## src/design/layer_norm_forward_unit_macros.svh

```systemverilog
// ----------------------------------------------------------------------------
// Layer norm forward unit assertion macros
// Short forms for the concurrent checks at the end of the top level.
// ----------------------------------------------------------------------------
`ifndef LAYER_NORM_FORWARD_UNIT_MACROS_SVH
`define LAYER_NORM_FORWARD_UNIT_MACROS_SVH

// The consequent must hold in the same cycle as the antecedent.
`define LNF_ASSERT_NOW(label, pre, post, msg) \
    label: assert property (@(posedge aclk) disable iff (!aresetn) (pre) |-> (post)) \
        else $error(msg);

// The consequent must hold in the cycle after the antecedent.
`define LNF_ASSERT_NEXT(label, pre, post, msg) \
    label: assert property (@(posedge aclk) disable iff (!aresetn) (pre) |=> (post)) \
        else $error(msg);

`endif

```

## src/design/lnf_ram.sv

```systemverilog
// ----------------------------------------------------------------------------
// Generic RAM
// One write port and one read port with registered read data.
// ----------------------------------------------------------------------------
module lnf_ram #(
    parameter int WIDTH = 16,
    parameter int DEPTH = 64
) (
    input  logic                                  aclk,
    input  logic                                  wr_en,
    input  logic [((DEPTH > 1) ? $clog2(DEPTH) : 1)-1:0] wr_addr,
    input  logic [WIDTH-1:0]                      wr_data,
    input  logic [((DEPTH > 1) ? $clog2(DEPTH) : 1)-1:0] rd_addr,
    output logic [WIDTH-1:0]                      rd_data
);

    logic [WIDTH-1:0] mem [DEPTH];

    always_ff @(posedge aclk) begin
        if (wr_en) begin
            mem[wr_addr] <= wr_data;
        end
        rd_data <= mem[rd_addr];
    end

endmodule

```

## config.mk

```make
export PLATFORM = sky130hd
export DESIGN_NAME = lnf_ram
export DESIGN_NICKNAME = d
export VERILOG_FILES = /design/src/design/layer_norm_forward_unit_macros.svh /design/src/design/lnf_ram.sv
export SDC_FILE = /design/constraint.sdc
export NUM_CORES = 1
export LEC_CHECK = 0
export BUFFER_PORTS_ARGS = -buffer_cell sky130_fd_sc_hd__clkbuf_2
export CAP_MARGIN = 30
export CORE_UTILIZATION = 42
export CTS_CLUSTER_SIZE = 24
export DETAILED_ROUTE_END_ITERATION = 8
export GPL_ROUTABILITY_DRIVEN = 0
export GPL_TIMING_DRIVEN = 0
export PLACE_DENSITY = 0.54
export SLEW_MARGIN = 10
export SYNTH_ARGS = -nofsm -noshare
export SYNTH_HDL_FRONTEND = slang
export SYNTH_SLANG_ARGS = --single-unit
export TNS_END_PERCENT = 50
```

## constraint.sdc

```tcl
create_clock -name aclk -period 5.5 [get_ports aclk]
set_input_delay 1.1 -clock aclk [delete_from_list [all_inputs] [get_ports aclk]]
set_output_delay 1.1 -clock aclk [all_outputs]
set_load 0.005 [all_outputs]
```

==> metrics <==
Post-Syn Instances=1829; unrepaired setup endpoints after global routing=false; most common cell after layout, fill and taps aside=edfxtp_1; fill cell count=7601; post-CTS sizing=0; Max Fclk=0.297 GHz; postcts setup bufs=0; Die Span Y=311 microns; vias per cell=5.74; Cell Rows=112; gr usage total=22.0%; Worst slew margin=about a third; Leak Pwr=14.7 nW; most area-consuming cells after synthesis=edfxtp_1 77%, mux4_2 12%, mux2i_1 2.1%; Worst Setup SP=rd_addr[2]; Buffers on Ports=38; number of global-route vias before repair=19.7k; Setup crit end kind=flop; most frequent cells in the layout=1024 x edfxtp_1, 220 x mux4_2, 113 x clkbuf_16; DP Area=43100 sq um; largest net degree at the start of global routing=65; post-route ant nets=0; Worst-path clk slew=0.06 ns; min Tclk post-route=3.37 ns; post-synth top area share=76.8%; Syn Nets=1859; Max Clock Skew=0.0183 ns; dpl cells=3192; Worst Hold Class=primary input to flop; type of origin of the critical path=primary input; routed wire length=105000 microns; final setup violating endpoints=0; WL/cell=31.0 microns; syn avg cell area=21.9 sq um; # DRC=0; area delta synth->final=16.3%; final hold slack=roughly 0.71 ns; via count=19.5k; die area=~97000 sq um; Hold Vio Cnt, Final=0; initial antenna violation count=9; CTS Buffer Depth=3; Starting Density=42.6%; Power Dens Cells=362 nW/um^2; asr flop ratio synth=0%; drt first pass iters=5; final worst-path cycle share=between 60% and 70%; Clk Latency, worst-skew pair=0.67 ns; CTS tree=yes; worst path required time=6.01 ns; Final Net Count=a little over 2k; hpwl dp=70600 microns; post-synth top area cell=edfxtp_1; CTS sink count=approximately 1.0k; hold path startpoint=wr_data[4]; Syn Std Cell Area=roughly 40000 sq um; overall power=approximately 17 mW; Slew @ Worst Pin=0.998 ns; Die Wd=311 microns; EDFF count, synth=1024; TNS Setup=0 ns; I/O Pins=46; CTS H-Tree Depth=3; Hold Buf Count CTS=0; outcome=finished clean; Initial DRC Count=between 2k and 2.5k; cell area after layout=46600 sq um; Worst VDD drop=226 uV; first-pass GRT wire length=149000 microns; total grt overflow=0; number of distinct library cells after synthesis=43; Critical Path AT=3.88 ns; post-synthesis sequential area ratio=77.6%; final max-slew violation count=0; final cell count without fillers=3397; CTS Buf Count=107; CP Class=primary input to flop; CP Max Fanout=10; Max-Cap Viols=0; Critical R2R Launch=mem[23][1]; #FFs+latches synth=1040; layout cells sized above 1=30.6%; Yosys warning total=0; Root Buffer=clkbuf_16; Main synth FF type=edfxtp_1; Core Area=93900 sq um
## layer usage
| layer | share of wire, % | GRT usage, % | up-vias |
|---|---|---|---|
| li1 | - | - | 8147 |
| met1 | 42 | 30.7 | 10500 |
| met2 | 48 | 35.5 | 688 |
| met3 | 6.8 | 4.02 | 161 |
| met4 | 2.7 | 5.90 | 2 |
| met5 | 0.012 | 0 | - |
## registers in the layout, indices dropped and copies added (netlist names)
signal   flops
rd_data     16
mem       1024
## power by group
group | internal (mW) | leakage, nW | total, mW | switching (mW)
Combinational | 0.317 | 3.69 | 0.910 | 0.593
Clock | 4.21 | 1.71 | 7.18 | 2.97
Sequential | 8.78 | 9.35 | 8.79 | 0.0160
## cell usage after synthesis, drive strengths merged, types with 12 or more instances
cell	n
nand4	12
mux2	27
nand2	60
mux4	224
buf	77
a221oi	16
nand3	24
mux2i	85
nor2b	30
dfxtp	16
a21oi	17
clkbuf	27
a22oi	39
edfxtp	1024
nor2	74
## final cells by class
cell class	count	area, sq um	share of cell area, %
sequential	1040	31100	66.7
buffer	104	733	1.57
clock inverter	57	499	1.07
antenna	6	15.0	0.0322
multi-input combinational	685	8400	18.0
clock buffer	142	2980	6.39
tap	1254	1570	3.37
timing repair buffer	109	1310	2.80
## cells by family (layout without fill, tap and decap cells)
| family | after synthesis | after routing | synth area share, % |
|---|---|---|---|
| compound gates | 129 | 129 | 2.41 |
| mux | 336 | 336 | 15.5 |
| flops | 1040 | 1040 | 77.6 |
| simple gates | 220 | 220 | 2.65 |
| other cells | 0 | 6 | 0 |
| buf+inv | 104 | 412 | 1.83 |
## critical path: stages
cell and delay [ns]:
buf_2 0.23, buf_4 0.23, buf_2 0.46, mux4_2 0.38, mux2i_1 0.41, a22oi_1 0.17
a31oi_1 0.74, a311oi_1 0.12
## metrics by stage
step           utilization (%)  setup slack, ns
4_1_cts                   49.6             2.20
6_report                  49.6             2.13
5_1_grt                   49.6             2.11
3_3_place_gp              44.5            0.840
3_5_place_dp              45.9             1.49
2_1_floorplan                -             2.37
## final timing paths
check	endpoint	slack [ns]	cells after the start
worst min register to register	rd_data[12]	0.89	4
worst min-delay path	mem[7][4]	0.71	1
worst max-delay path	rd_data[9]	2.13	8
worst max register to register	rd_data[1]	3.02	5
(Power assumes the default switching activity.)
