**src/design/layer_norm_forward_unit_macros.svh**
```systemverilog
// ----------------------------------------------------------------------------
// Layer norm forward unit assertion macros
// Short forms for the concurrent checks at the end of the top level.
// ----------------------------------------------------------------------------
`ifndef LAYER_NORM_FORWARD_UNIT_MACROS_SVH
`define LAYER_NORM_FORWARD_UNIT_MACROS_SVH

// The consequent must hold in the same cycle as the antecedent.
`define LNF_ASSERT_NOW(label, pre, post, msg) \
    label: assert property (@(posedge aclk) disable iff (!aresetn) (pre) |-> (post)) \
        else $error(msg);

// The consequent must hold in the cycle after the antecedent.
`define LNF_ASSERT_NEXT(label, pre, post, msg) \
    label: assert property (@(posedge aclk) disable iff (!aresetn) (pre) |=> (post)) \
        else $error(msg);

`endif

```
**src/design/lnf_pkg.sv**
```systemverilog
// ----------------------------------------------------------------------------
// Layer norm forward package
// Shared widths, codes, sequencer states and the divider request type.
// ----------------------------------------------------------------------------
package lnf_pkg;

    localparam int MAX_FEATURES_DEF = 64;
    localparam int DATA_W  = 16;
    localparam int CNT_W   = 7;
    localparam int POS_W   = 6;
    localparam int SUM_W   = 23;
    localparam int DEV_W   = 24;
    localparam int SQ_W    = 45;
    localparam int ACC_W   = 51;
    localparam int N2_W    = 14;
    localparam int N3_W    = 19;
    localparam int DVD_W   = 63;
    localparam int DVS_W   = 33;
    localparam int STEP_W  = 7;
    localparam int INV_W   = 32;
    localparam int PROD_W  = 57;
    localparam int MAG_W   = 40;
    localparam int Z_W     = 26;
    localparam int Y_W     = 42;

    localparam logic signed [DATA_W-1:0] SCALE_ONE = 16'sd4096;

    localparam logic OP_LOAD   = 1'b0;
    localparam logic OP_SAMPLE = 1'b1;

    localparam logic CFG_FEATURE_COUNT = 1'b0;
    localparam logic CFG_EPSILON       = 1'b1;

    typedef enum logic [4:0] {
        ST_IDLE,
        ST_N2,
        ST_N3,
        ST_VAR,
        ST_VDIV_GO,
        ST_VDIV_WAIT,
        ST_RDIV_GO,
        ST_RDIV_WAIT,
        ST_SQRT_GO,
        ST_SQRT_WAIT,
        ST_O_RD,
        ST_O_DEV,
        ST_O_MUL,
        ST_O_ZDIV_GO,
        ST_O_ZDIV_WAIT,
        ST_O_SCALE,
        ST_O_RES
    } state_t;

    typedef struct packed {
        logic               start;
        logic [DVD_W-1:0]   dividend;
        logic [DVS_W-1:0]   divisor;
        logic [STEP_W-1:0]  steps;
    } div_req_t;

endpackage

```
**src/design/lnf_div.sv**
```systemverilog
// ----------------------------------------------------------------------------
// Layer norm iterative divider
// Restoring unsigned division, one quotient bit per cycle, top-aligned dividend.
// ----------------------------------------------------------------------------
module lnf_div (
    input  logic                        aclk,
    input  logic                        aresetn,
    input  lnf_pkg::div_req_t           req,
    output logic                        busy,
    output logic [lnf_pkg::DVD_W-1:0]   quotient,
    output logic                        rem_nz
);
    import lnf_pkg::*;

    logic                busy_reg, busy_next;
    logic [STEP_W-1:0]   cnt_reg, cnt_next;
    logic [DVS_W-1:0]    rem_reg, rem_next;
    logic [DVD_W-1:0]    dvd_reg, dvd_next;
    logic [DVD_W-1:0]    quo_reg, quo_next;
    logic [DVS_W-1:0]    dvs_reg, dvs_next;
    logic [DVS_W:0]      shifted;
    logic [DVS_W:0]      diff;

    always_comb begin
        shifted   = {rem_reg, dvd_reg[DVD_W-1]};
        diff      = shifted - {1'b0, dvs_reg};
        busy_next = busy_reg;
        cnt_next  = cnt_reg;
        rem_next  = rem_reg;
        dvd_next  = dvd_reg;
        quo_next  = quo_reg;
        dvs_next  = dvs_reg;
        if (req.start) begin
            busy_next = 1'b1;
            cnt_next  = req.steps;
            rem_next  = '0;
            dvd_next  = req.dividend;
            quo_next  = '0;
            dvs_next  = req.divisor;
        end else if (busy_reg) begin
            dvd_next = {dvd_reg[DVD_W-2:0], 1'b0};
            if (shifted >= {1'b0, dvs_reg}) begin
                rem_next = diff[DVS_W-1:0];
                quo_next = {quo_reg[DVD_W-2:0], 1'b1};
            end else begin
                rem_next = shifted[DVS_W-1:0];
                quo_next = {quo_reg[DVD_W-2:0], 1'b0};
            end
            cnt_next = cnt_reg - 1'b1;
            if (cnt_reg == STEP_W'(1)) begin
                busy_next = 1'b0;
            end
        end
    end

    always_ff @(posedge aclk) begin
        if (!aresetn) begin
            busy_reg <= 1'b0;
            cnt_reg  <= '0;
        end else begin
            busy_reg <= busy_next;
            cnt_reg  <= cnt_next;
        end
    end

    always_ff @(posedge aclk) begin
        rem_reg <= rem_next;
        dvd_reg <= dvd_next;
        quo_reg <= quo_next;
        dvs_reg <= dvs_next;
    end

    assign busy     = busy_reg;
    assign quotient = quo_reg;
    assign rem_nz   = (rem_reg != '0);

endmodule

```
**config.mk**
```make
export PLATFORM = sky130hd
export DESIGN_NAME = lnf_div
export DESIGN_NICKNAME = d
export VERILOG_FILES = /design/src/design/layer_norm_forward_unit_macros.svh /design/src/design/lnf_pkg.sv /design/src/design/lnf_div.sv
export SDC_FILE = /design/constraint.sdc
export NUM_CORES = 1
export LEC_CHECK = 0
export BUFFER_PORTS_ARGS = -buffer_cell sky130_fd_sc_hd__buf_4
export CORE_MARGIN = 4
export CORE_UTILIZATION = 55
export CTS_BUF_LIST = sky130_fd_sc_hd__clkbuf_16
export CTS_CLUSTER_SIZE = 28
export DETAILED_ROUTE_END_ITERATION = 10
export PLACE_DENSITY = 0.86
export SYNTH_ARGS = -nofsm -noshare
export SYNTH_HDL_FRONTEND = slang
export SYNTH_SLANG_ARGS = --single-unit
```
**constraint.sdc**
```tcl
create_clock -name aclk -period 4.3 [get_ports aclk]
set_clock_uncertainty 0.2 [all_clocks]
set_input_delay 0.86 -clock aclk [delete_from_list [all_inputs] [get_ports aclk]]
set_output_delay 0.86 -clock aclk [all_outputs]
set_load 0.01 [all_outputs]
```
==> impl_metrics.toml <==
[cts]
cts.path.max_buffers = 2
numCtsBuffers = 17
cts_setup_buffers = 0
cts_root_buffer = "clkbuf_16"
clk_pin_slew_ps = 80
insertion_delay_ps = 440
cts.repair.resized = 0
hold_buffers = 0
cts_num_sinks = 200
cts_tree = "done"
htree_num_levels = 4

[logic_synthesis]
synthCells = 910
syn_area_per_cell_um2 = 10.9
ys_seq_area_frac = 0.500
synthesis.nets = 1052
synth_cell_type_count = 74
synth_edf_count = 96
synthArstFlopShare = 0
synth_area_um2 = 9930
ys_warn_count = 0
ys.flop_type = "dfxtp_1"
ys_ff_latch = 200

[route]
vias = 7291
first_iter_violations = 477
via_per_inst = 5.62
remaining_drc_errors = 0
firstDrtPassIters = 5
antenna_left = 0
totalWireLength_um = 22100
wl_per_cell_um = 17.1

[global_route]
antenna_found_initial = 0
grt_usage = 0.218
grt_pass1_vias = 7134
grt_first_pass_wirelength_um = 35900
gr-total-overflow = 0
grt_max_degree = 105

[cells_and_area]
drive_gt1_frac = 0.299
seq_area_um2 = 4970
fillers = 1274
final_common_cell = "buf_4"
antenna_cells = 0
multiInputGateArea_um2 = 4550
layout_common_cells = "buf_4, nor2_1, dfxtp_1"
finalNetCount = 1201
syn_to_final_growth_pct = 20.1
final_util = 0.682

[power_and_ir_drop]
ir_worst_vdd_mv = 0.330
clockPowerShare = 0.341
internal_power_mw = 3.33
power_density_nw_per_um2 = 395
power.share.combinational = 0.187
p_leak_nw = 4.94
total_power_mw = 4.72
seq_power_share = 0.471
switching_share = 0.293
p_switching_mw = 1.38

[critical_path]
crit_type = "reg -> reg"
required_ps = 4360
crit_top_cell = "inv_1"
worstRegToRegCells = 13
worst_path_max_delay_cell = "fa_1"
worstPathMaxFanout = 39
end_kind = "flop"
cp-start-kind = "flop"
path_cells = "inv_1 -> ha_1 -> inv_1 -> fa_1 -> a211oi_2 -> nor2_2 -> o21ai_1 -> a211oi_1 -> o21a_1 -> or2_4 -> and2_1 -> mux2i_1 -> a311oi_2"
crit_arrival_ps = 3420
slowest_delay_ps = 430

[place]
portBuffers = 170
routabilityCongestion = 0.902
dp_hpwl_um = 15400

[floorplan]
num_io_pins = 171
core.rowCount = 48
die_height_um = 142
floorplan.initialDensity = 0.568
die_w_um = 142
die_area_um2 = 20300
core_um2 = 17500

[timing]
drv_slew = 0
min_period_ps = 3360
slew_headroom = 0.323
worst_pin_slew_ps = 1020
fin_setup_tns_ps = 0
finalSetupViolCount = 0
hold_viol = 0
period_share = 0.782
rsz0062_at_grt = "no"
fmax_ghz = 0.297

[worst_hold_path]
hold_depth = 2
holdCritPathClass = "reg -> reg"

[status]
status = "complete, no violations"

[run]
max_cap_viol_count = 0
worst paths after layout:
kind                    start     endpoint  slack (ps)
hold / removal    quotient[0]  quotient[0]         300
hold reg to reg   quotient[0]  quotient[0]         300
setup / recovery  dvd_reg[62]  rem_reg[29]         940
setup reg to reg  dvd_reg[62]  rem_reg[29]         940
Yosys cell counts (all sizes together), types with 3 or more instances:
library cell	number	area share
a21oi	34	0.019
nor2b	3	0.0019
nor4	11	0.0069
edfxtp	96	0.29
nand2	92	0.035
a311oi	22	0.032
xnor2	24	0.021
xor2	10	0.0088
and2	12	0.0078
o21a	4	0.0030
mux2	62	0.070
a21o	11	0.0083
nand3	12	0.0066
nand4	6	0.0038
a211oi	11	0.011
buf	16	0.014
nor2	116	0.044
clkbuf	30	0.011
a31oi	3	0.0019
mux2i	65	0.066
o21ai	35	0.018
ha	35	0.044
a21boi	3	0.0023
o21bai	5	0.0042
dfxtp	104	0.21
nor3	5	0.0030
and3	6	0.0048
inv	44	0.017
layout make-up:
type | count | area share
clock buffer | 17 | 0.0357
timing repair buffer | 176 | 0.113
sequential | 200 | 0.417
inverter | 44 | 0.0138
multi-input combinational | 620 | 0.382
tap | 225 | 0.0236
clock inverter | 15 | 0.0154
routing by layer:
metal | vias to the layer above | GRT usage | share of wire
li1 | 3566 | - | -
met3 | 24 | 0.0726 | 0.073
met5 | - | 0 | 0
met4 | 0 | 0.0530 | 0.013
met1 | 3504 | 0.275 | 0.41
met2 | 197 | 0.365 | 0.50
kinds of logic after synthesis:
family | Yosys count | synth area share
flops | 200 | 0.500
simple gates | 273 | 0.123
compound gates | 150 | 0.124
xor+xnor | 34 | 0.0300
mux | 127 | 0.136
fa+ha+maj | 36 | 0.0461
buf+inv | 90 | 0.0420
critical path: cells and delay by family, from the launching register on:
kind / cells / cell delay, ps
buf+inv: 2 / 130
simple gates: 3 / 760
compound gates: 5 / 960
mux: 1 / 170
fa+ha+maj: 2 / 590
flops: 1 / 390
power by group through the flow:
stage               Sequential, mW  Combinational (mW)  Clock (mW)
finish                        2.22               0.882        1.61
global route                  2.24               0.969        1.72
CTS                           2.22               0.880        1.64
detailed placement            2.26               0.873           0
global placement              2.26               0.857           0
floorplan                     2.23               0.700           0
per-stage QoR:
| stage | hold slack (ps) | worst slack [ps] | cell area, µm² | std cells |
|---|---|---|---|---|
| detailed placement | 286 | 1010 | 11300 | 1265 |
| global route | 324 | 737 | 11900 | 1297 |
| CTS | 310 | 978 | 11900 | 1297 |
| floorplan | 257 | 1190 | 9930 | 910 |
| global placement | 272 | 1090 | 11300 | 1265 |
| finish | 304 | 937 | 11900 | 1297 |
Power figures use the tool's default switching activity.
