## config.mk

```make
export PLATFORM = sky130hd
export DESIGN_NAME = lnf_isqrt
export DESIGN_NICKNAME = d
export VERILOG_FILES = /design/src/design/layer_norm_forward_unit_macros.svh /design/src/design/lnf_pkg.sv /design/src/design/lnf_isqrt.sv
export SDC_FILE = /design/constraint.sdc
export NUM_CORES = 1
export LEC_CHECK = 0
export BUFFER_PORTS_ARGS = -buffer_cell sky130_fd_sc_hd__buf_2
export CAP_MARGIN = 20
export CORE_UTILIZATION = 56
export CTS_BUF_LIST = sky130_fd_sc_hd__clkbuf_8
export CTS_CLUSTER_DIAMETER = 50
export DETAILED_ROUTE_END_ITERATION = 6
export GPL_TIMING_DRIVEN = 1
export PLACE_DENSITY = 0.76
export SYNTH_ARGS = -nofsm -noshare
export SYNTH_HDL_FRONTEND = slang
export SYNTH_SLANG_ARGS = --single-unit
```

## constraint.sdc

```tcl
create_clock -name aclk -period 28.2 [get_ports aclk]
set_input_delay 4.23 -clock aclk [delete_from_list [all_inputs] [get_ports aclk]]
set_output_delay 4.23 -clock aclk [all_outputs]
set_load 0.01 [all_outputs]
```

## src/design/layer_norm_forward_unit_macros.svh

```systemverilog
// ----------------------------------------------------------------------------
// Layer norm forward unit assertion macros
// Short forms for the concurrent checks at the end of the top level.
// ----------------------------------------------------------------------------
`ifndef LAYER_NORM_FORWARD_UNIT_MACROS_SVH
`define LAYER_NORM_FORWARD_UNIT_MACROS_SVH

// The consequent must hold in the same cycle as the antecedent.
`define LNF_ASSERT_NOW(label, pre, post, msg) \
    label: assert property (@(posedge aclk) disable iff (!aresetn) (pre) |-> (post)) \
        else $error(msg);

// The consequent must hold in the cycle after the antecedent.
`define LNF_ASSERT_NEXT(label, pre, post, msg) \
    label: assert property (@(posedge aclk) disable iff (!aresetn) (pre) |=> (post)) \
        else $error(msg);

`endif

```

## src/design/lnf_pkg.sv

```systemverilog
// ----------------------------------------------------------------------------
// Layer norm forward package
// Shared widths, codes, sequencer states and the divider request type.
// ----------------------------------------------------------------------------
package lnf_pkg;

    localparam int MAX_FEATURES_DEF = 64;
    localparam int DATA_W  = 16;
    localparam int CNT_W   = 7;
    localparam int POS_W   = 6;
    localparam int SUM_W   = 23;
    localparam int DEV_W   = 24;
    localparam int SQ_W    = 45;
    localparam int ACC_W   = 51;
    localparam int N2_W    = 14;
    localparam int N3_W    = 19;
    localparam int DVD_W   = 63;
    localparam int DVS_W   = 33;
    localparam int STEP_W  = 7;
    localparam int INV_W   = 32;
    localparam int PROD_W  = 57;
    localparam int MAG_W   = 40;
    localparam int Z_W     = 26;
    localparam int Y_W     = 42;

    localparam logic signed [DATA_W-1:0] SCALE_ONE = 16'sd4096;

    localparam logic OP_LOAD   = 1'b0;
    localparam logic OP_SAMPLE = 1'b1;

    localparam logic CFG_FEATURE_COUNT = 1'b0;
    localparam logic CFG_EPSILON       = 1'b1;

    typedef enum logic [4:0] {
        ST_IDLE,
        ST_N2,
        ST_N3,
        ST_VAR,
        ST_VDIV_GO,
        ST_VDIV_WAIT,
        ST_RDIV_GO,
        ST_RDIV_WAIT,
        ST_SQRT_GO,
        ST_SQRT_WAIT,
        ST_O_RD,
        ST_O_DEV,
        ST_O_MUL,
        ST_O_ZDIV_GO,
        ST_O_ZDIV_WAIT,
        ST_O_SCALE,
        ST_O_RES
    } state_t;

    typedef struct packed {
        logic               start;
        logic [DVD_W-1:0]   dividend;
        logic [DVS_W-1:0]   divisor;
        logic [STEP_W-1:0]  steps;
    } div_req_t;

endpackage

```

## src/design/lnf_isqrt.sv

```systemverilog
// ----------------------------------------------------------------------------
// Layer norm iterative square root
// Digit-by-digit integer square root, one result bit per cycle.
// ----------------------------------------------------------------------------
module lnf_isqrt (
    input  logic                        aclk,
    input  logic                        aresetn,
    input  logic                        start,
    input  logic [lnf_pkg::DVD_W-1:0]   radicand,
    output logic                        busy,
    output logic [lnf_pkg::INV_W-1:0]   root
);
    import lnf_pkg::*;

    logic               busy_reg, busy_next;
    logic [DVD_W-1:0]   x_reg, x_next;
    logic [DVD_W-1:0]   r_reg, r_next;
    logic [DVD_W-1:0]   bit_reg, bit_next;
    logic [DVD_W-1:0]   trial;

    always_comb begin
        trial     = r_reg + bit_reg;
        busy_next = busy_reg;
        x_next    = x_reg;
        r_next    = r_reg;
        bit_next  = bit_reg;
        if (start) begin
            busy_next = 1'b1;
            x_next    = radicand;
            r_next    = '0;
            // Highest power of four that fits the radicand.
            bit_next  = {1'b1, {(DVD_W-1){1'b0}}};
        end else if (busy_reg) begin
            if (x_reg >= trial) begin
                x_next = x_reg - trial;
                r_next = (r_reg >> 1) + bit_reg;
            end else begin
                r_next = r_reg >> 1;
            end
            bit_next = bit_reg >> 2;
            if (bit_reg[0]) begin
                busy_next = 1'b0;
            end
        end
    end

    always_ff @(posedge aclk) begin
        if (!aresetn) begin
            busy_reg <= 1'b0;
        end else begin
            busy_reg <= busy_next;
        end
    end

    always_ff @(posedge aclk) begin
        x_reg   <= x_next;
        r_reg   <= r_next;
        bit_reg <= bit_next;
    end

    assign busy = busy_reg;
    assign root = r_reg[INV_W-1:0];

endmodule

```

==> metrics.md <==
| Metric | Value |
|---|---|
| Final hold violation count | `0` |
| Worst EP required | `28.32 ns` |
| Hold crit path type | `reg2reg` |
| NetSw | `roughly 0.61 mW` |
| WS Path Type | `reg2reg` |
| Worst-path fanout max | `54` |
| RSZ-0062 raised after global routing | `false` |
| GR peak layer | `met2` |
| R2r setup slk | `21.03 ns` |
| Skew final | `0.0293 ns` |
| Minimum clock period | `7.17 ns` |
| Ys flop type | `dfxtp_1` |
| Die height | `165 um` |
| DRC | `0` |
| Startpoint types | `flop` |
| Post-CTS Resized | `0` |
| Clock Power Share | `0.147` |
| Pwr per Cell Area | `82.4 nW/um2` |
| Post-DR vias/cell | `roughly 6.4` |
| H-tree Lvls | `4` |
| Comb power frac | `0.583` |
| Synth top area cells | `dfxtp_1 (13%), edfxtp_1 (13%), ha_1 (11%)` |
| Max cap viols | `0` |
| Maximum vdd drop | `around 0.076 mV` |
| Die Footprint | `27200 um2` |
| Final Setup Violations | `0` |
| Final slew viol count | `0` |
| Clock sinks | `159` |
| Setup TNS Final | `0 ns` |
| Top-level port count | `99` |
| Cell Area, Synth | `about 15000 um2` |
| Worst-margin pin slew | `between 1 and 1.5 ns` |
| Count of flip-flops with a built-in enable after synthesis | `63` |
| Routability Congestion | `0.979` |
| Fin nets | `2107` |
| Hold endpoint | `r_reg[0]$_SDFFE_PP0P_` |
| Top cell type's share of synthesized area | `0.129` |
| Slowest cell on the critical path | `o21ai_4` |
| Ys async rst share | `0` |
| Layout Utilization | `0.603` |
| R2R Path End | `x_reg[62]$_DFFE_PP_` |
| Area Growth Syn to Fin | `5.50%` |
| Unique masters post-synth | `just under 80` |
| DR WL/cell | `19.1 um` |
| Mean Syn Cell Area | `7.75 um2` |
| Grt met2 use | `0.488` |
| Post-synthesis instance total | `between 1500 and 2000` |
| Layout cell share with drive strength beyond 1 | `0.0924` |
| Fmax | `~0.14 GHz` |
| Root Driver | `clkbuf_8` |
| Origin of the critical flop-to-flop path | `r_reg[10]$_SDFFE_PP0P_` |
| First-pass GRT wire length | `69100 um` |
| Starting DRT DRC Count | `about 1300` |
| CP cell instances | `ha_1 > a21oi_2 > or4_4 > a211o_1 > a2111oi_4 > o21a_2 > a41o_4 > a31oi_4 > o31ai_4 > a21oi_1 > xor2_1 > ha_1 > nand4_1 > nor4_1 > and4_1 > nand4_1 > o211ai_1 > nor2_1 > and2_2 > buf_4 > o21ai_4 > buf_16 > buf_4` |
| DRT Wirelength | `43200 um` |
| Sw Ratio | `0.475` |
| Starting Density | `0.571` |
| Antenna violations before repair | `0` |
| Synth Net Count | `2114` |
| Worst Setup End Kind | `flop` |
| CTS tree | `built` |
| FP Rows | `59` |
| Hold depth | `2` |
| Setup bufs post-CTS | `0` |
| Largest net degree at the start of global routing | `111` |
| Global route overflow | `0` |
| Met3 Use GR | `0.0734` |
| Clock slew at reported path FFs | `0.11 ns` |
| FF-to-FF path depth | `23` |
| GR Util met1 | `0.443` |
| Placed wire-length estimate | `32300 um` |
| Static Leak | `6.00 nW` |
| Critical Path AT | `about 7.3 ns` |
| Status | `finished clean` |
| Start point of the worst hold path | `r_reg[0]$_SDFFE_PP0P_` |
| Skew-Pair Late Insertion Delay | `0.49 ns` |
| Internal power | `0.679 mW` |
| Routed vias | `14500` |
| Synth area leader | `dfxtp_1` |
| Synth warnings | `0` |
| Seq cells post-synth | `~160` |
| Final Cycle Share | `0.254` |
| Slew margin rel. | `0.313` |
| Die W | `165 um` |
| Sequential-to-total area share from yosys stat | `0.256` |
| Initial DRT Pass Iterations | `5` |
| Post-DRT Antenna Nets | `0` |
| Core area | `26100 um2` |
| Number of CTS-inserted buffers | `17` |
| Vias in the first global route | `13400` |
| PortBufs | `98` |
| Clock buffer depth | `2` |
| All-Layer GR Usage | `0.320` |
| Sequential Power Share | `0.270` |
| CP peak stage delay | `0.58 ns` |
| Hold_buf cts | `0` |
| Ant diodes | `0` |
==> power by group through the flow <==
| stage | combinational (mW) | clock (mW) | sequential [mW] |
|---|---|---|---|
| 2_1_floorplan | 0.573 | 0 | 0.336 |
| 3_3_place_gp | 0.722 | 0 | 0.352 |
| 3_5_place_dp | 0.731 | 0 | 0.353 |
| 4_1_cts | 0.737 | 0.192 | 0.348 |
| 5_1_grt | 0.832 | 0.201 | 0.354 |
| 6_report | 0.755 | 0.190 | 0.349 |
==> how the worst max path moves through the flow <==
stage | slack (ns) | from | end | depth (start not counted)
final | 21.03 | r_reg[10]$_SDFFE_PP0P_ | x_reg[62]$_DFFE_PP_ | 23
after CTS | 20.82 | r_reg[10]$_SDFFE_PP0P_ | x_reg[40]$_DFFE_PP_ | 22
after detailed placement | 20.90 | r_reg[10]$_SDFFE_PP0P_ | x_reg[57]$_DFFE_PP_ | 22
after global placement | 21.06 | r_reg[10]$_SDFFE_PP0P_ | x_reg[57]$_DFFE_PP_ | 22
after global routing | 20.69 | r_reg[10]$_SDFFE_PP0P_ | x_reg[62]$_DFFE_PP_ | 23
after floorplan | 18.13 | r_reg[10]$_SDFFE_PP0P_ | x_reg[0]$_DFFE_PP_ | 24
==> Yosys cell counts, types with 21 or more instances <==
| cell | count |
|---|---|
| clkbuf_1 | 86 |
| edfxtp_1 | 63 |
| nand2_1 | 259 |
| dfxtp_1 | 96 |
| nor2b_1 | 21 |
| nand4_1 | 42 |
| a21o_1 | 41 |
| a31oi_1 | 69 |
| buf_4 | 33 |
| a21oi_1 | 131 |
| mux2i_1 | 37 |
| xor2_1 | 86 |
| o21ai_0 | 196 |
| xnor2_1 | 76 |
| nor3_1 | 25 |
| ha_1 | 127 |
| o21bai_1 | 28 |
| nor2_1 | 163 |
| inv_1 | 36 |
| nand3_1 | 32 |
==> area by class of cell <==
type	count	area, um2
clock buffer	19	262
clock inverter	13	163
fill	2400	10300
inverter	37	139
multi-input combinational	1589	10300
sequential	159	3820
tap	335	419
timing repair buffer	109	599
==> stage by stage <==
step	cell area, um2	total power [mW]	instances	hold WS [ns]	setup slack, ns
final	15700	1.29	2261	0.527	21.03
after global routing	15700	1.39	2261	0.568	20.69
after CTS	15700	1.28	2260	0.532	20.82
after detailed placement	15300	1.08	2228	0.519	20.90
after global placement	15300	1.07	2228	0.501	21.06
after floorplan	14900	0.909	1920	0.478	18.13
==> critical path, delay by kind of cell, from the launching register on <==
| family | cells | cell delay, ns |
|---|---|---|
| and+or+nand+nor | 7 | 1.79 |
| adders and majority gates | 2 | 0.88 |
| buffers and inverters | 3 | 0.99 |
| AOI/OAI and AO/OA | 10 | 2.51 |
| DFF | 1 | 0.39 |
| xor gates and xnor gates | 1 | 0.18 |
==> cells by family (layout without fill, tap and decap cells) <==
group	after synthesis	count (layout)	share of synthesized area
xor gates and xnor gates	162	162	0.0953
muxes	39	39	0.0264
adders and majority gates	128	128	0.108
DFF	159	159	0.256
AOI/OAI and AO/OA	634	634	0.272
and+or+nand+nor	626	626	0.189
buffers and inverters	172	178	0.0528
==> layer usage <==
layer | share of wire | up-vias
met1 | 0.46 | 6791
li1 | - | 7008
met3 | 0.087 | 76
met2 | 0.43 | 589
met5 | 0 | -
met4 | 0.026 | 0
==> cell usage in the layout (no fill, tap or decap), drive strengths merged, types with 42 or more instances in the layout <==
| cell type | synthesis | layout |
|---|---|---|
| a21oi | 133 | 133 |
| a31oi | 70 | 70 |
| buf | 49 | 109 |
| dfxtp | 96 | 96 |
| edfxtp | 63 | 63 |
| ha | 127 | 127 |
| nand2 | 259 | 259 |
| nand4 | 42 | 42 |
| nor2 | 163 | 163 |
| o21ai | 197 | 197 |
| xnor2 | 76 | 76 |
| xor2 | 86 | 86 |
Power figures use the tool's default switching activity.
